===== src/rtl/cgbs_pkg.sv =====
// shared types, constants and helpers for the class-grouped box suppression block
package cgbs_pkg;

  localparam int unsigned MAX_CAND = 4096;
  localparam int unsigned ADDR_W   = $clog2(MAX_CAND);
  localparam int unsigned CNT_W    = ADDR_W + 1;
  localparam int unsigned MAX_KEPT = 6;
  localparam int unsigned KIDX_W   = (MAX_KEPT > 1) ? $clog2(MAX_KEPT) : 1;
  localparam int unsigned KCNT_W   = $clog2(MAX_KEPT + 1);
  localparam int unsigned COORD_W  = 20;
  localparam int unsigned SCORE_W  = 16;
  localparam int unsigned CLASS_W  = 4;
  localparam int unsigned LIMIT_W  = 16;
  localparam int unsigned AREA_W   = 2 * COORD_W;
  localparam int unsigned CFG_IDX_W = 2;

  // register indexes on the config port
  localparam logic [CFG_IDX_W-1:0] CFG_IOU_LIMIT   = 2'd0;
  localparam logic [CFG_IDX_W-1:0] CFG_NEST_LIMIT  = 2'd1;
  localparam logic [CFG_IDX_W-1:0] CFG_GROUP_SPLIT = 2'd2;

  localparam logic [LIMIT_W-1:0] IOU_RESET   = 16'd32768;
  localparam logic [LIMIT_W-1:0] NEST_RESET  = 16'd53740;
  localparam logic [CLASS_W-1:0] SPLIT_RESET = 4'd6;

  typedef struct packed {
    logic [COORD_W-1:0] left;
    logic [COORD_W-1:0] top;
    logic [COORD_W-1:0] right;
    logic [COORD_W-1:0] bottom;
  } box_t;

  typedef struct packed {
    box_t               box;
    logic [SCORE_W-1:0] score;
    logic [CLASS_W-1:0] cls;
  } cand_t;

  // frame descriptor handed from loader to walker
  typedef struct packed {
    logic [CNT_W-1:0] count;
    logic             ovf;
  } frame_t;

  typedef enum logic [2:0] {
    BK_IDLE,
    BK_SCAN,
    BK_PICK,
    BK_TEST,
    BK_WAIT,
    BK_EMIT,
    BK_DONE
  } back_state_e;

  function automatic logic [COORD_W-1:0] span(input logic [COORD_W-1:0] lo,
                                              input logic [COORD_W-1:0] hi);
    span = (hi > lo) ? (hi - lo) : '0;
  endfunction

  function automatic logic [COORD_W-1:0] ovl(input logic [COORD_W-1:0] a1,
                                             input logic [COORD_W-1:0] a2,
                                             input logic [COORD_W-1:0] b1,
                                             input logic [COORD_W-1:0] b2);
    logic [COORD_W-1:0] lo;
    logic [COORD_W-1:0] hi;
    lo = (a1 > b1) ? a1 : b1;
    hi = (a2 < b2) ? a2 : b2;
    ovl = span(lo, hi);
  endfunction

  function automatic logic group_of(input logic [CLASS_W-1:0] cls,
                                    input logic [CLASS_W-1:0] split);
    group_of = (cls < split) ? 1'b0 : 1'b1;
  endfunction

endpackage


===== src/rtl/cgbs_queue.sv =====
// two-entry frame descriptor queue between loader and walker
module cgbs_queue import cgbs_pkg::*; (
  input  logic   clk_i,
  input  logic   rst_ni,
  input  logic   push_i,
  input  frame_t push_data_i,
  output logic   full_o,
  input  logic   pop_i,
  output logic   empty_o,
  output frame_t pop_data_o
);

  frame_t     entry_q [2];
  logic       wr_ptr_q;
  logic       rd_ptr_q;
  logic [1:0] fill_q;

  assign full_o     = (fill_q == 2'd2);
  assign empty_o    = (fill_q == 2'd0);
  assign pop_data_o = entry_q[rd_ptr_q];

  always_ff @(posedge clk_i) begin
    if (push_i) begin
      entry_q[wr_ptr_q] <= push_data_i;
    end
  end

  always_ff @(posedge clk_i or negedge rst_ni) begin
    if (!rst_ni) begin
      wr_ptr_q <= 1'b0;
      rd_ptr_q <= 1'b0;
      fill_q   <= 2'd0;
    end else begin
      if (push_i) wr_ptr_q <= ~wr_ptr_q;
      if (pop_i)  rd_ptr_q <= ~rd_ptr_q;
      fill_q <= fill_q + {1'b0, push_i} - {1'b0, pop_i};
    end
  end

endmodule


===== config.mk =====
export PLATFORM = sky130hd
export DESIGN_NAME = cgbs_queue
export DESIGN_NICKNAME = d
export VERILOG_FILES = /design/src/rtl/cgbs_pkg.sv /design/src/rtl/cgbs_queue.sv
export SDC_FILE = /design/constraint.sdc
export NUM_CORES = 1
export LEC_CHECK = 0
export ABC_AREA = 1
export BUFFER_PORTS_ARGS = -buffer_cell sky130_fd_sc_hd__buf_2
export CORE_MARGIN = 4
export CORE_UTILIZATION = 30
export DETAILED_ROUTE_END_ITERATION = 8
export GPL_ROUTABILITY_DRIVEN = 0
export PLACE_DENSITY = 0.57
export RECOVER_POWER = 100
export SYNTH_ARGS = -nofsm -noshare
export SYNTH_HDL_FRONTEND = slang
export SYNTH_SLANG_ARGS = --single-unit

===== constraint.sdc =====
create_clock -name clk_i -period 3.7 [get_ports clk_i]
set_clock_uncertainty 0.2 [all_clocks]
set_input_delay 0 -clock clk_i [delete_from_list [all_inputs] [get_ports clk_i]]
set_output_delay 0 -clock clk_i [all_outputs]
set_load 0.01 [all_outputs]

Word-level counts from Yosys, hierarchy flattened
Memories as Yosys holds them, arrays and structs flattened. Cells that the tools add are included.

Add/subtract/negate cells: 2. Equal/unequal tests: 1. Multiplexer cells: 2. Bitwise operators: 2. Reductions and logical operators: 1.

Operator list (number): $add 2x1->2 (1); $eq 2x2->1 const B (1); $logic_not 2->1 (1); $mux 1 (2); $not 1->1 (2); $sub 2x1->2 (1).

Register bits after elaboration: 4. Memory bits (writable): 28. Input port bits: 18. Output and inout bits: 16. Logic and storage cells: 12. Memories kept: 1.

Memories: entry_q (depth 2, width 14, rd ports 1, clocked after Yosys merged registers in 0, write ports 1, RTL line cgbs_queue.sv:13) `frame_t entry_q [2];`.

Depth between registers and ports, before layout
Gate-level depths: netlist of run 1.

Word-level depth: 2. Gate-level depth with buffers: 7. Depth with buffers taken out: 7.

Least setup slack after synthesis of run 1
No wires, ideal clock.

Path type: reg2reg. Start: register wr_ptr_q. End: memory entry_q[0][0] (netlist name), enable pin. Setup time: 0.384 ns. Arrival time: 1.021 ns. Data required time: 3.116 ns. Slack: 2.094 ns. Cell stages (with the launch flop): 2. Buffers on the path: 0. Clock period less this slack: 1.606 ns. Cells stage by stage: dfrtp_1 -> nor2_1.

RTL lines: start: declaration (RTL line cgbs_queue.sv:14) `logic wr_ptr_q;`; start signal: assignment (RTL line cgbs_queue.sv:34) `if (push_i) wr_ptr_q <= ~wr_ptr_q;`; end: declaration (RTL line cgbs_queue.sv:13).

Straight into the memory's write port.

Worst setup path in the final report of run 1
Start: input port push_i. End: memory entry_q[0][1] (netlist name), enable pin.

Longest elaborated chain between the ends: 2.

RTL lines: start: declaration (RTL line cgbs_queue.sv:5) `input logic push_i,`; $mux 1 (RTL line cgbs_queue.sv:23) `if (push_i) begin`; $mux 1 (implied by the code) (RTL line cgbs_queue.sv:24) `entry_q[wr_ptr_q] <= push_data_i;`.

Every way passes these cells.

==> run_results.csv, run 1 <==
group,metric,value,unit
finish,layout-drive-gt1-share,9.74,%
global_routing,antenna_found_initial,0,
power,ir_worst_vdd,0.358,mV
power,p_per_area,642,nW/µm²
global_routing,grt-ovfl-total,0,
hold_path,min_path_type,"in2reg",
routing,drt_iter0_markers,13,
logic_synthesis,syn-num-nets,118,
timing,setup_ws,1.91,ns
global_routing,grt_usage,9.12,%
die,fp.dieW,72.9,µm
global_routing,grt_pass1_wl,3.59,mm
setup_path,worst-r2r-setup-slack,1.98,ns
finish,final-instance-count-excl-fill,204,
timing,period_share,48.3,%
global_routing,grt_pass1_vias,828,
global_routing,grt_max_degree,30,
setup_path,r2r_cells,2,
cts,root_buffer,"clkbuf_8",
cts,post_cts_buffers,0,
placement,io_buffers,33,
die,core_area,4030,µm²
routing,vias,844,
setup_path,cp-end-kind,"register",
logic_synthesis,synthDistinctLibCells,13,
placement,pre_cts_slack,2.24,ns
die,die_h,72.9,µm
setup_path,start_kind,"input port",
timing,hold_viol,0,
placement,placed_cells,179,
setup_path,r2r-start,"wr_ptr_q",
die,design.die.area,5310,µm²
setup_path,rr_endpoint,"entry_q[0][1]",
setup_path,worstPathRequired,3.40,ns
setup_path,worstSetupStartpoint,"push_i",
power,leakagePower,0.696,nW
logic_synthesis,ys_warn_count,0,
finish,fillCellCount,419,
die,core.rowCount,23,
logic_synthesis,syn_inst,98,
setup_path,path_max_fanout,14,
die,start_util,31.3,%
die,num_io_pins,34,
setup_path,worstSetupPathType,"in2reg",
setup_path,critPathArrivalTime,1.49,ns
timing,setup_tns,0,ns
routing,drtPass1Iterations,4,
timing,worst_slew_pin_slew,0.840,ns
finish,utilization,41.9,%
logic_synthesis,netlist_area,1260,µm²
routing,postRouteWirelength,2.10,mm
cts,htreeDepth,2,
cts,clock_path_buffers,2,
placement,place_hpwl,1.47,mm
timing,slew_headroom,44.0,%
cts,numCtsBuffers,5,
finish,diodes,0,
logic_synthesis,synth_seq_cells,32,
cts,clock-sinks,32,
timing,final-setup-viol-count,0,
setup_path,endpoint,"entry_q[0][1]",
timing,fin_crit,1.79,ns
finish,multiInputGateArea,211,µm²
timing,final-max-slew-violation-count,0,
finish,register_area,941,µm²
job,maxCapViolCount,0,
finish,syn2layout_area_growth,33.7,%
timing,fmax,0.559,GHz
logic_synthesis,syn_avg_cell_area,12.9,µm²
cts,insertion_delay,0.27,ns
cts,tritoncts,"yes",
outcome,status,"finished, final reports clean",
logic_synthesis,ys_seq_area_share,74.5,%
routing,wl_per_cell,10.3,µm
finish,nNetsFinal,174,
routing,drcViolationCount,0,
routing,vias_per_cell,4.14,
routing,drtAntennaViolNets,0,
timing,rsz0062_at_grt,"false",
cts,path_clk_slew,0.05,ns
cells by family (layout without fill, tap and decap cells):
kind of cell               after synthesis  in the layout  share of synthesized area [%]
xor gates and xnor gates                 2              2                           1.39
AOI/OAI and AO/OA                       14             14                           6.15
adders and majority gates                2              2                           1.98
buffers and inverters                   24             80                           8.72
DFF                                     32             32                           74.5
and+or+nand+nor                         24             24                           7.23
cells in the final DEF (no fill, tap or decap), drive strengths merged:
cell          n
clkbuf       33
edfxtp       28
inv          21
nand2        20
dlygate4sd3  18
o21ai        14
buf           8
dfrtp         4
nor2          3
xor2          2
ha            2
nand3         1
where the power goes:
part / internal, mW / switching (mW) / total [mW]
logic: 0.110 / 0.187 / 0.296
registers: 0.486 / 0.0658 / 0.552
clock network: 0.129 / 0.107 / 0.236
routing by layer:
| layer | part of all wire [%] | up-vias | global-route usage [%] |
|---|---|---|---|
| li1 | - | 428 | - |
| met1 | 36 | 393 | 8.92 |
| met2 | 56 | 19 | 15.9 |
| met3 | 6.9 | 4 | 4.13 |
| met4 | 1.7 | 0 | 4.92 |
| met5 | 0 | - | 0 |
cells in the mapped netlist:
library cell	instances	area [µm²]
xor2_1	2	17.5
dfrtp_1	4	100
inv_1	21	78.8
o21ai_0	12	60.1
buf_8	1	15.0
o21ai_2	2	17.5
nand2_1	20	75.1
buf_6	1	11.3
buf_2	1	5.00
nand3_1	1	5.00
ha_1	2	25.0
edfxtp_1	28	841
nor2_1	3	11.3
critical path, stage by stage:
cell,delay [ns]
dlygate4sd3_1,0.52
clkbuf_1,0.19
inv_1,0.06
nor2_1,0.08
clkbuf_1,0.64
area by class of cell:
class / instances / share of cell area (%)
flip-flops and latches: 32 / 55.7
well taps: 50 / 3.71
repair buffers: 52 / 18.8
clock buffers: 7 / 4.52
multi-input cells: 42 / 12.5
inverters: 21 / 4.67
through the flow:
stage          hold WS (ns)  cell area (µm²)  power, mW
2_1_floorplan        -0.496             1260      0.760
4_1_cts               0.242             1720       1.13
5_1_grt               0.246             1690       1.17
3_3_place_gp         -0.391             1470      0.859
6_report              0.246             1690       1.08
3_5_place_dp         -0.388             1470      0.876
sequential cells by signal, indices dropped and copies added (netlist names):
signal	cells
wr_ptr_q	1
entry_q	28
fill_q	2
rd_ptr_q	1
worst min path at each step:
stage | start | end | slack, ns | depth (start not counted)
final | push_data_i[12] | entry_q[0][12] | 0.25 | 2
after CTS | push_data_i[1] | entry_q[1][1] | 0.24 | 2
after floorplan | rst_ni | fill_q[0] | -0.50 | 0
after global placement | rst_ni | fill_q[0] | -0.39 | 1
after global routing | push_data_i[12] | entry_q[1][12] | 0.25 | 2
after detailed placement | rst_ni | fill_q[0] | -0.39 | 1
repair_timing:
action,4_1_cts,5_1_grt
hold endpoints to repair,35,0
setup endpoints to repair,0,0
gates resized for setup,0,0
hold buffers,18,0
Note: power is estimated with default switching activity, not from simulation.
==> run 2, diff against run 1 <==
PLACE_DENSITY = 0.58   (was 0.57)
clock period = 1.6 ns   (was 3.7 ns; I/O delays follow)
==> run_results.csv, run 2 (synthesis gave the netlist of run 1 again) <==
group,metric,value,unit
timing,worst_slew_pin_slew,0.380,ns
timing,setup_ws,0.154,ns
setup_path,cp_top_family,"flip-flops",
cts,tritoncts,"yes",
power,leakagePower,0.712,nW
setup_path,cpPeakStageDelay,0.42,ns
power,internal_power,1.74,mW
finish,layout-drive-gt1-share,10.8,%
outcome,status,"finished, final reports clean",
finish,top_register,"entry_q",
timing,final-max-slew-violation-count,0,
global_routing,grt_usage,9.15,%
setup_path,worstPathRequired,1.40,ns
timing,fin_crit,1.45,ns
cts,post_cts_buffers,0,
job,maxCapViolCount,0,
setup_path,crit_chain,"buf_12, o21ai_0, clkbuf_1",
finish,largest_reg_flops,28,
cts,root_buffer,"clkbuf_8",
cts,clock-sinks,32,
global_routing,grt_pass1_vias,858,
power,switching_share,33.0,%
die,core.rowCount,23,
power,comb_power_share,32.3,%
cts,postCtsHoldBufs,18,
finish,top_regs,"entry_q (28), fill_q (2)",
timing,slew_headroom,74.7,%
power,ir_worst_vdd,0.743,mV
routing,drt_iter0_markers,42,
placement,pre_cts_slack,0.237,ns
setup_path,start_kind,"register",
placement,io_buffers,33,
global_routing,grt_max_degree,29,
setup_path,path_max_fanout,28,
cts,path_clk_slew,0.06,ns
setup_path,worstSetupPathType,"reg2out",
cts,cts_resized,0,
cts,insertion_delay,0.27,ns
cts,clock_path_buffers,2,
setup_path,critPathArrivalTime,1.25,ns
power,seq_power_share,46.2,%
routing,drtPass1Iterations,3,
power,power_switching,858,µW
setup_path,path_buf_inv,2,
die,fp.dieW,72.9,µm
finish,layout_common_cells,"clkbuf_1 (28), edfxtp_1 (28), inv_1 (21)",
routing,vias,848,
routing,postRouteWirelength,2.14,mm
cts,numCtsBuffers,5,
power,p_per_area,1510,nW/µm²
routing,vias_per_cell,4.10,
setup_path,slowest_stage,"dfrtp_1",
die,design.die.area,5310,µm²
placement,place_hpwl,1.50,mm
die,core_area,4030,µm²
timing,final-setup-viol-count,0,
finish,syn2layout_area_growth,36.0,%
timing,rsz0062_at_grt,"false",
die,die_h,72.9,µm
hold_path,min_path_type,"in2reg",
global_routing,antenna_found_initial,0,
die,num_io_pins,34,
routing,wl_per_cell,10.3,µm
finish,nNetsFinal,176,
timing,fmax,0.691,GHz
setup_path,cp-end-kind,"output port",
cts,htreeDepth,2,
timing,setup_tns,0,ns
routing,drtAntennaViolNets,0,
global_routing,grt_pass1_wl,3.59,mm
routing,drcViolationCount,0,
timing,hold_viol,0,
power,pwr-share-clk,21.5,%
finish,diodes,0,
die,start_util,31.3,%
power,power,2.60,mW
timing,period_share,90.4,%
global_routing,grt-ovfl-total,0,
## run 2: layout make-up
cell class | count | area (µm²)
clock inverter | 1 | 3.75
clock buffer | 7 | 76.3
timing repair buffer | 54 | 343
tap | 50 | 62.6
inverter | 21 | 78.8
sequential | 32 | 941
multi-input combinational | 42 | 211
fill | 414 | 2310
## run 2: routing by layer
metal / vias up / GRT usage, % / share of wire [%] / wire, µm
met5: - / 0 / 0 / 0
met3: 4 / 4.13 / 7.1 / 153
met4: 0 / 3.69 / 1.4 / 29
met1: 385 / 8.94 / 40 / 846
li1: 434 / - / - / -
met2: 25 / 16.6 / 52 / 1110
## run 2: worst paths after layout
kind | startpoint | end | slack (ns) | depth (start not counted)
max in group asynchronous | rst_ni | wr_ptr_q | 0.59 | 3
worst max-delay path | rd_ptr_q | pop_data_o[11] | 0.15 | 3
worst min register to register | wr_ptr_q | wr_ptr_q | 0.29 | 1
worst max register to register | wr_ptr_q | entry_q[0][10] | 0.21 | 2
min in group asynchronous | rst_ni | fill_q[0] | 0.43 | 3
worst min-delay path | push_data_i[12] | entry_q[0][12] | 0.25 | 2
## run 2: metrics by stage
stage	std cells	util, %	area (µm²)	hold slack, ns
global route	207	42.6	1720	0.238
detailed placement	181	37.8	1520	-0.385
global placement	181	37.8	1520	-0.392
floorplan	98	-	1260	-0.496
finish	207	42.6	1720	0.248
CTS	207	44.2	1780	0.235
## run 2: power groups by stage
stage          clock network, mW  logic [mW]  registers (mW)
2_1_floorplan                  0       0.565            1.20
3_3_place_gp                   0       0.900            1.21
3_5_place_dp                   0       0.932            1.22
4_1_cts                    0.584       0.966            1.20
5_1_grt                    0.626       0.969            1.22
6_report                   0.558       0.839            1.20
