### config.mk
export PLATFORM = sky130hd
export DESIGN_NAME = cgbs_front
export DESIGN_NICKNAME = d
export VERILOG_FILES = /design/src/rtl/cgbs_pkg.sv /design/src/rtl/cgbs_front.sv
export SDC_FILE = /design/constraint.sdc
export NUM_CORES = 1
export LEC_CHECK = 0
export BUFFER_PORTS_ARGS = -buffer_cell sky130_fd_sc_hd__clkbuf_2
export CAP_MARGIN = 20
export CORE_AREA = 2 2 91 93
export CTS_BUF_LIST = sky130_fd_sc_hd__clkbuf_8
export DETAILED_ROUTE_END_ITERATION = 6
export DIE_AREA = 0 0 93 95
export GPL_ROUTABILITY_DRIVEN = 0
export PLACE_DENSITY = 0.7
export SYNTH_ARGS = -nofsm -noshare
export SYNTH_HDL_FRONTEND = slang
export SYNTH_SLANG_ARGS = --single-unit
### constraint.sdc
create_clock -name clk_i -period 2.05 [get_ports clk_i]
set_input_delay 0.1025 -clock clk_i [delete_from_list [all_inputs] [get_ports clk_i]]
set_output_delay 0.1025 -clock clk_i [all_outputs]
set_load 0.02 [all_outputs]
### src/rtl/cgbs_pkg.sv
// shared types, constants and helpers for the class-grouped box suppression block
package cgbs_pkg;

  localparam int unsigned MAX_CAND = 4096;
  localparam int unsigned ADDR_W   = $clog2(MAX_CAND);
  localparam int unsigned CNT_W    = ADDR_W + 1;
  localparam int unsigned MAX_KEPT = 6;
  localparam int unsigned KIDX_W   = (MAX_KEPT > 1) ? $clog2(MAX_KEPT) : 1;
  localparam int unsigned KCNT_W   = $clog2(MAX_KEPT + 1);
  localparam int unsigned COORD_W  = 20;
  localparam int unsigned SCORE_W  = 16;
  localparam int unsigned CLASS_W  = 4;
  localparam int unsigned LIMIT_W  = 16;
  localparam int unsigned AREA_W   = 2 * COORD_W;
  localparam int unsigned CFG_IDX_W = 2;

  // register indexes on the config port
  localparam logic [CFG_IDX_W-1:0] CFG_IOU_LIMIT   = 2'd0;
  localparam logic [CFG_IDX_W-1:0] CFG_NEST_LIMIT  = 2'd1;
  localparam logic [CFG_IDX_W-1:0] CFG_GROUP_SPLIT = 2'd2;

  localparam logic [LIMIT_W-1:0] IOU_RESET   = 16'd32768;
  localparam logic [LIMIT_W-1:0] NEST_RESET  = 16'd53740;
  localparam logic [CLASS_W-1:0] SPLIT_RESET = 4'd6;

  typedef struct packed {
    logic [COORD_W-1:0] left;
    logic [COORD_W-1:0] top;
    logic [COORD_W-1:0] right;
    logic [COORD_W-1:0] bottom;
  } box_t;

  typedef struct packed {
    box_t               box;
    logic [SCORE_W-1:0] score;
    logic [CLASS_W-1:0] cls;
  } cand_t;

  // frame descriptor handed from loader to walker
  typedef struct packed {
    logic [CNT_W-1:0] count;
    logic             ovf;
  } frame_t;

  typedef enum logic [2:0] {
    BK_IDLE,
    BK_SCAN,
    BK_PICK,
    BK_TEST,
    BK_WAIT,
    BK_EMIT,
    BK_DONE
  } back_state_e;

  function automatic logic [COORD_W-1:0] span(input logic [COORD_W-1:0] lo,
                                              input logic [COORD_W-1:0] hi);
    span = (hi > lo) ? (hi - lo) : '0;
  endfunction

  function automatic logic [COORD_W-1:0] ovl(input logic [COORD_W-1:0] a1,
                                             input logic [COORD_W-1:0] a2,
                                             input logic [COORD_W-1:0] b1,
                                             input logic [COORD_W-1:0] b2);
    logic [COORD_W-1:0] lo;
    logic [COORD_W-1:0] hi;
    lo = (a1 > b1) ? a1 : b1;
    hi = (a2 < b2) ? a2 : b2;
    ovl = span(lo, hi);
  endfunction

  function automatic logic group_of(input logic [CLASS_W-1:0] cls,
                                    input logic [CLASS_W-1:0] split);
    group_of = (cls < split) ? 1'b0 : 1'b1;
  endfunction

endpackage

### src/rtl/cgbs_front.sv
// loader: accepts items, writes the candidate store, hands frames to the walker
module cgbs_front import cgbs_pkg::*; (
  input  logic               clk_i,
  input  logic               rst_ni,
  input  logic               in_valid_i,
  output logic               in_stall_o,
  input  logic [COORD_W-1:0] left_edge_i,
  input  logic [COORD_W-1:0] top_edge_i,
  input  logic [COORD_W-1:0] right_edge_i,
  input  logic [COORD_W-1:0] bottom_edge_i,
  input  logic [SCORE_W-1:0] confidence_i,
  input  logic [CLASS_W-1:0] class_id_i,
  input  logic               frame_end_i,
  input  logic               q_full_i,
  input  logic               frame_done_i,
  output logic               wr_en_o,
  output logic [ADDR_W-1:0]  wr_addr_o,
  output cand_t              wr_data_o,
  output logic               push_o,
  output frame_t             push_data_o
);

  logic             busy_q;
  logic [CNT_W-1:0] count_q;
  logic             ovf_q;
  logic             acc;
  logic             room;
  logic [CNT_W-1:0] count_d;
  logic             ovf_d;

  assign in_stall_o = busy_q | q_full_i;
  assign acc        = in_valid_i & ~in_stall_o;
  assign room       = (count_q < CNT_W'(MAX_CAND));
  assign count_d    = count_q + {{(CNT_W-1){1'b0}}, room};
  assign ovf_d      = ovf_q | ~room;

  assign wr_en_o   = acc & room;
  assign wr_addr_o = count_q[ADDR_W-1:0];
  assign wr_data_o = '{box: '{left: left_edge_i, top: top_edge_i,
                              right: right_edge_i, bottom: bottom_edge_i},
                       score: confidence_i, cls: class_id_i};

  assign push_o      = acc & frame_end_i;
  assign push_data_o = '{count: count_d, ovf: ovf_d};

  always_ff @(posedge clk_i or negedge rst_ni) begin
    if (!rst_ni) begin
      busy_q  <= 1'b0;
      count_q <= '0;
      ovf_q   <= 1'b0;
    end else begin
      if (acc) begin
        if (frame_end_i) begin
          count_q <= '0;
          ovf_q   <= 1'b0;
          busy_q  <= 1'b1;
        end else begin
          count_q <= count_d;
          ovf_q   <= ovf_d;
        end
      end else if (frame_done_i) begin
        busy_q <= 1'b0;
      end
    end
  end

endmodule

Yosys cells after proc, flatten, opt, wreduce, memory -nomap -nowiden:

Cells that the tools add are included.

* memory bits (read-only): 0
* memories: 0
* word-level logic and storage cells: 20
* output and inout port bits: 129
* flip-flop bits (word level): 15
* RAM bits: 0
* bits in latches: 0

* divide/modulo/power cells: 0
* multipliers: 0
* bitwise logic cells: 7
* reduce and logical (&&, ||, !) cells: 2
* shift operators: 0
* order comparisons: 1
* multiplexer cells: 5
* add/subtract/negate cells: 1
* eq/ne operators: 1

Operators with widths (number)
* 13-bit by 1-bit adder with 13-bit output: 1
* 13-bit less-than comparator, second input constant: 1
* 13-bit 2-to-1 mux: 1
* 1-bit 2-to-1 mux: 4
* 1-bit bitwise AND: 3
* 2-bit != test, second input constant: 1
* 1-bit inverter: 2
* 1-bit OR: 2
* 2-bit AND reduction: 1
* 2-bit nonzero test: 1

Logic depth before layout (Yosys ltp):

Gate-level depths: netlist of run 1.

* depth in word-level cells: 5
* mapped depth: 7
* gate-level depth less buffers: 7

Least setup slack after synthesis of run 1:

OpenSTA, ideal clock, no wires.

* path type: register to output
* start: reg count_q[12]
* end: out push_data_o[11] in the netlist's numbering
* arrival time: 1802 ps
* path buffers: 0
* path slack: 146 ps
* stages on the path, launching flop included: 7
* cells stage by stage: dfrtp_1 inv_1 ha_1 ha_1 nand3_1 or3_1 xnor2_1

RTL lines
* start, declared: RTL line cgbs_front.sv:24 `logic [CNT_W-1:0] count_q;`
* start signal, assigned: RTL line cgbs_front.sv:58 `count_q <= count_d;`
* end, declared: RTL line cgbs_front.sv:20 `output frame_t push_data_o`

==> impl_results.md, run 1 <==
- Count of cell types in the netlist: 29
- Min-delay src: frame_done_i
- Pre-CTS setup slack: 0.102 ns
- Run status: complete, no violations
- Max-slew violations: 0
- CP startpoint kind: register
- TritonCTS clock tree: yes
- CTS H-tree depth: 1
- Leakage: a little over 0.6 nW
- Avg WL per Cell: around 18 um
- Growth of design area from synthesis to finish: -22.3%
- Chip height: around 95 um
- Tcrit/Tclk final: 95.1%
- IO Pins: 235
- Min-Delay Endpoint: busy_q$_DFFE_PN0P_
- Worst-path fanout max: 3
- Pre-antenna DRT Iters: 4
- Clk_lat worst skew: 0.25 ns
- Number of CTS-inserted buffers: 3
- Worst Setup End Kind: output pin
- Tightest Hold Check Type: input pin to register
- Final worst slack: 0.101 ns
- Syn avg cell area: roughly 8 um^2
- Initial core utilization: 22.4%
- R2R cell count: 7
- Via density: about 4.2
- Clock tree sinks: 15
- Ant diodes: 0
- Worst-case vdd ir drop: 0.175 mV
- Finished Layout Cells: 252
- Multi-input logic area: 554 um^2
- Largest family of logic cells by synthesized area: buffers and inverters
- Most common cell after layout, fill and taps aside: clkbuf_2
- Post-Syn Instances: ~220
- CP Buf/Inv Count: 2
- Pin count of the biggest net entering global routing: 21
- Synthesized Nets: 329
- Core Area: around 7900 um^2
- Most frequent CP cell: ha_4
- Post-route minimum period: 1.95 ns
- Register area share after synthesis: 21.2%
- R2r setup slk: 0.20 ns
- Kind of critical path: register to output pin
- Initial antenna violation count: 0
- Post-synthesis register bit count: 15
- Vias: between 1000 and 1500
- Final Hold Fails: 0
- Die ar.: 8840 um^2
- Compound-gate portion of the synthesized area: 9.24%
- Die width: 93 um
- Final setup vio count: 0
- Yosys warns: 0
- Tot Pwr: about 0.00084 W
- Number of global-route vias before repair: 970
- CTS Root Cell: clkbuf_8
- DR DRC count: 0
- Mapped Area: roughly 1800 um^2
- Multiplexer share of the synthesized area: 0%
- WL final: roughly 4.5 mm
- Cells on Worst Hold Path: 2
- Power density cells: 606 nW/um^2
- Most frequent cells in the layout: clkbuf_2 (32), nand2_1 (15), dfrtp_1 (15)
- Worst Max-Slew Pin Slew: 0.607 ns
- Delay-heaviest family, CP: simple AND/OR/NAND/NOR gates
- GR Overflow Total: 0
- Crit path required time: slightly below 2 ns
- Highest Clock Rate: 513 MHz
- Worst EP arrival: around 1.9 ns
- Synth top area share: 47.8%
- CTS max path bufs: 2
- Top cell type by total area after synthesis: buf_4
- Area contributors post-synth: buf_4 (48%), dfrtp_1 (21%), xnor2_1 (4.9%), nand2_1 (3.2%), o21ai_0 (2.5%)
- Register area: 375 um^2
- All-Layer GR Usage: 9.47%
- Layout Nets: 256
- Fillcell total: 910
- Worst reg2reg endpoint: count_q[8]$_DFFE_PN0P_
- FF-to-FF Start: count_q[12]$_DFFE_PN0P_
- Adder-Cell Fraction of Synth Area: under 10%
- Critical Path Max Stage Delay: 0.44 ns
- CP cell instances: inv_2 -> ha_4 -> ha_4 -> nand3_2 -> or3_4 -> xnor2_4 -> buf_8
- Simple-Gate Fraction of Synth Area: 11.4%
- Global-route wire length before repair: 6.15 mm
- Post-DP HPWL: about 3.8 mm
- Crit-path slowest cell: or3_4
- Synth Area in XOR/XNOR: 5.43%
- Number of nets still failing antenna checks after routing: 0
- Fraction of layout cells with a size suffix above 1: between 30% and 40%
- Number of I/O port buffers: 34
- Final setup skew: 0.00143 ns
- Clock-pin slew on the worst setup and hold paths: ~0.06 ns
- Max_cap viols: 0
- DRC marker count from the first detailed-route iteration: 45
- Max-slew headroom: around three fifths
- Placed cells: 245
- Site row count: 33
[metal layers]
metal / vias up / track usage, % / share of wire (%)
li1: 454 / - / -
met1: 484 / 7.95 / 28
met2: 90 / 17.1 / 53
met3: 31 / 6.23 / 15
met4: 0 / 4.78 / 4.0
met5: - / 0 / 0
[worst max-delay path by stage]
stage                                 start                     end  cells after the start
floorplan           count_q[12]$_DFFE_PN0P_         push_data_o[11]                      6
global placement    count_q[12]$_DFFE_PN0P_         push_data_o[11]                      7
detailed placement  count_q[12]$_DFFE_PN0P_  count_q[8]$_DFFE_PN0P_                      7
CTS                 count_q[12]$_DFFE_PN0P_         push_data_o[11]                      7
global route        count_q[12]$_DFFE_PN0P_          push_data_o[9]                      8
finish              count_q[12]$_DFFE_PN0P_         push_data_o[11]                      7
[power by group]
group / switching (W) / internal [W] / total (W)
sequential: 0.0000327 / 0.000320 / 0.000353
combinational: 0.000147 / 0.0000974 / 0.000244
clock: 0.000106 / 0.000133 / 0.000238
[sequential cells by signal (all words and copies together), names as in the netlist]
name     cells
ovf_q        1
busy_q       1
count_q     13
[logic make-up after synthesis]
logic type | count (synthesis)
AO/OA/AOI/OAI | 25
XOR/XNOR | 11
adder cells (fa/ha/maj) | 2
buffers and inverters | 127
flip-flops | 15
AND/OR/NAND/NOR | 41
[synth_stat cells]
cell         n
buf_4      113
dfrtp_1     15
nand2_1     15
xnor2_1     10
o21ai_0      9
inv_1        7
nand3_1      7
nor2_1       7
o31ai_1      5
and3_1       4
clkbuf_1     4
a31oi_1      3
o311ai_1     3
a21o_1       2
buf_2        2
ha_1         2
a21boi_0     1
a22oi_1      1
buf_6        1
nand4_1      1
nand4bb_1    1
nor3_1       1
nor4_1       1
o22ai_1      1
or2_2        1
or3_1        1
or4_1        1
or4b_1       1
xor2_1       1
[what timing repair did]
action	CTS	global route
hold buffers	1	0
resized for setup	9	8
buffers inserted	1	1
pin swaps	3	1
endpoints found under the hold margin	15	0
endpoints found under the setup margin	3	7
[layout make-up]
cell class | count | share of cell area, %
clock buffers | 3 | 3.00
clock inverters | 1 | 0.272
inverters | 7 | 1.91
multi-input cells | 79 | 40.2
flip-flops and latches | 15 | 27.2
well taps | 105 | 9.54
repair buffers | 42 | 17.8
[per-stage QoR]
| step | cell area, um^2 | hold WS, ns | util (%) | setup TNS, ns |
|---|---|---|---|---|
| floorplan | 1770 | -0.193 | - | 0 |
| global placement | 1230 | 0.0437 | 15.5 | 0 |
| detailed placement | 1230 | 0.0520 | 15.5 | 0 |
| CTS | 1340 | 0.0638 | 16.8 | -0.0706 |
| global route | 1380 | 0.0525 | 17.4 | -0.0201 |
| finish | 1380 | 0.0653 | 17.4 | 0 |
(Power assumes the default switching activity.)
==> run 2, diff against run 1 <==
--- a/config.mk
+++ b/config.mk
@@ -5,6 +5,7 @@
 export SDC_FILE = /design/constraint.sdc
 export NUM_CORES = 1
 export LEC_CHECK = 0
+export ABC_CLOCK_PERIOD_IN_PS = 2050
 export BUFFER_PORTS_ARGS = -buffer_cell sky130_fd_sc_hd__clkbuf_2
 export CAP_MARGIN = 20
 export CORE_AREA = 2 2 91 93
@@ -13,6 +14,7 @@
 export DIE_AREA = 0 0 93 95
 export GPL_ROUTABILITY_DRIVEN = 0
 export PLACE_DENSITY = 0.7
+export REMOVE_ABC_BUFFERS = 1
 export SYNTH_ARGS = -nofsm -noshare
 export SYNTH_HDL_FRONTEND = slang
 export SYNTH_SLANG_ARGS = --single-unit
==> impl_results.md, run 2 (same netlist as run 1, synthesis figures left out) <==
- Clock tree sinks: 15
- Pin count of the biggest net entering global routing: 21
- CTS max path bufs: 2
- CTS H-tree depth: 1
- Vias: 1253
- Initial antenna violation count: 0
- Die ar.: 8840 um^2
- Run status: complete, no violations
- Most frequent cells in the layout: clkbuf_2 (31), nand2_1 (15), dfrtp_1 (15)
- Worst reg2reg endpoint: count_q[10]$_DFFE_PN0P_
- Avg WL per Cell: 54.2 um
- Wire length on met2: 7.26 mm
- Layout Nets: ~260
- Worst EP arrival: just under 2 ns
- Critical Path Max Stage Delay: approximately 0.43 ns
- Worst-path fanout max: 3
- Clock-pin slew on the worst setup and hold paths: around 0.06 ns
- Highest Clock Rate: 490 MHz
- Leakage: 0.620 nW
- Site row count: 33
- R2r setup slk: 0.21 ns
- Final setup skew: 0.000885 ns
- Largest register FFs: 13
- CTS Root Cell: clkbuf_8
- WL final: between 10 and 15 mm
- Pre-antenna DRT Iters: 4
- Crit path required time: a little under 2 ns
- Min-delay src: frame_done_i
- Initial core utilization: 22.4%
- Met1 Wirelength: 1.65 mm
- FF-to-FF Start: count_q[12]$_DFFE_PN0P_
- Chip height: 95 um
- Max-slew headroom: 57.4%
- Core Area: 7930 um^2
- Tcrit/Tclk final: 99.6%
- Post-DP HPWL: 12.8 mm
- Fillcell total: roughly 900
- Kind of critical path: register to output pin
- Most common cell after layout, fill and taps aside: clkbuf_2
- Power density cells: 621 nW/um^2
- IO Pins: 235
- CP cell instances: inv_2 -> ha_4 -> ha_4 -> nand3_2 -> or3_4 -> xnor2_2 -> clkbuf_8
- Biggest register: count_q
- Min-Delay Endpoint: busy_q$_DFFE_PN0P_
- Worst Setup End Kind: output pin
- DRC marker count from the first detailed-route iteration: 110
- Number of global-route vias before repair: roughly 1100
- GR Overflow Total: 0
- TritonCTS clock tree: yes
- Cells on Worst Hold Path: 2
- Max-slew violations: 0
- Clk network pwr share: 29.2%
- Biggest regs: count_q (13), busy_q (1), ovf_q (1)
- CP startpoint kind: register
- Delay-heaviest family, CP: simple AND/OR/NAND/NOR gates
- Number of nets still failing antenna checks after routing: 0
- Combinational group share of total power: between 20% and 30%
- Switching part of the total: roughly 36%
- Ant diodes: 0
- Worst-case vdd ir drop: approximately 0.12 mV
- Clk_lat worst skew: 0.26 ns
- Final setup vio count: 0
- Metal3 WL: 3.71 mm
- Post-route minimum period: between 2 and 2.5 ns
- Number of CTS-inserted buffers: 3
- Sequential Power Share: a little over two fifths
- Number of I/O port buffers: 34
- R2R cell count: 7
- CP Buf/Inv Count: 2
- All-Layer GR Usage: between 20% and 30%
- DR DRC count: 0
- Final Hold Fails: 0
- Internal power: 0.000550 W
- Crit-path slowest cell: or3_4
- Via density: 4.95
- Most frequent CP cell: ha_4
- Worst Max-Slew Pin Slew: 0.637 ns
- Growth of design area from synthesis to finish: -22.1%
- Core Util, Final: 17.4%
- Fraction of layout cells with a size suffix above 1: between 30% and 40%
- Uppermost layer routed: met5
- Tightest Hold Check Type: input pin to register
- Global-route wire length before repair: 15.8 mm
- Max_cap viols: 0
- P_sw: 0.000308 W
- Die width: 93 um
- Setup TNS: 0 ns
-- run 2: worst max-delay path by stage --
stage / from / cells past startpoint / end / slack, ns
after global placement: count_q[12]$_DFFE_PN0P_ / 7 / count_q[8]$_DFFE_PN0P_ / 0.13
after global routing: count_q[12]$_DFFE_PN0P_ / 7 / push_data_o[11] / -0.01
after CTS: count_q[12]$_DFFE_PN0P_ / 8 / push_data_o[9] / 0.0008
after floorplan: count_q[12]$_DFFE_PN0P_ / 6 / push_data_o[11] / 0.14
after detailed placement: count_q[12]$_DFFE_PN0P_ / 7 / count_q[8]$_DFFE_PN0P_ / 0.04
final: count_q[12]$_DFFE_PN0P_ / 7 / push_data_o[11] / 0.008
-- run 2: worst reg2reg max path: cells and delay by family, from the launching register on --
family | cells | cell delay (ns)
buf+inv | 2 | 0.26
simple gates | 2 | 0.54
compound gates | 1 | 0.26
fa+ha+maj | 2 | 0.29
flops | 1 | 0.40
-- run 2: power groups by stage --
stage                     sequential (W)  clock [W]  combinational [W]
after global routing            0.000358   0.000266           0.000269
final                           0.000356   0.000250           0.000251
after global placement          0.000353          0           0.000218
after CTS                       0.000351   0.000253           0.000238
after detailed placement        0.000357          0           0.000220
after floorplan                 0.000369          0           0.000117
-- run 2: area by class of cell --
class                      count  area (um^2)  share of cell area (%)
tap                          105          131                    9.51
multi-input combinational     79          549                    39.8
clock buffer                   3         41.3                    2.99
inverter                       7         26.3                    1.90
clock inverter                 1         3.75                   0.272
sequential                    15          375                    27.2
timing repair buffer          43          254                    18.4
-- run 2: routing by layer --
layer  global-route usage (%)  vias up
met2                     56.6      222
met5                     17.9        -
met3                     38.3       39
li1                         -      457
met1                     10.1      529
met4                     14.6        6
-- run 2: stage by stage --
step / setup slack, ns / cells / hold WS (ns) / area [um^2] / power [W]
after floorplan: 0.137 / 101 / -0.193 / 888 / 0.000486
after detailed placement: 0.0376 / 244 / 0.0465 / 1220 / 0.000576
after global routing: -0.0143 / 253 / 0.0468 / 1380 / 0.000892
after CTS: 0.000807 / 252 / 0.0262 / 1330 / 0.000842
final: 0.00764 / 253 / 0.0290 / 1380 / 0.000857
after global placement: 0.129 / 244 / 0.0389 / 1220 / 0.000571
-- run 2: repair_timing --
action                                  4_1_cts  5_1_grt
hold endpoints to repair                     15        0
resized for setup                            10        9
endpoints found under the setup margin        6        4
cloned                                        0        0
pin swaps                                     2        3
hold buffers                                  1        0
setup buffers                                 3        1
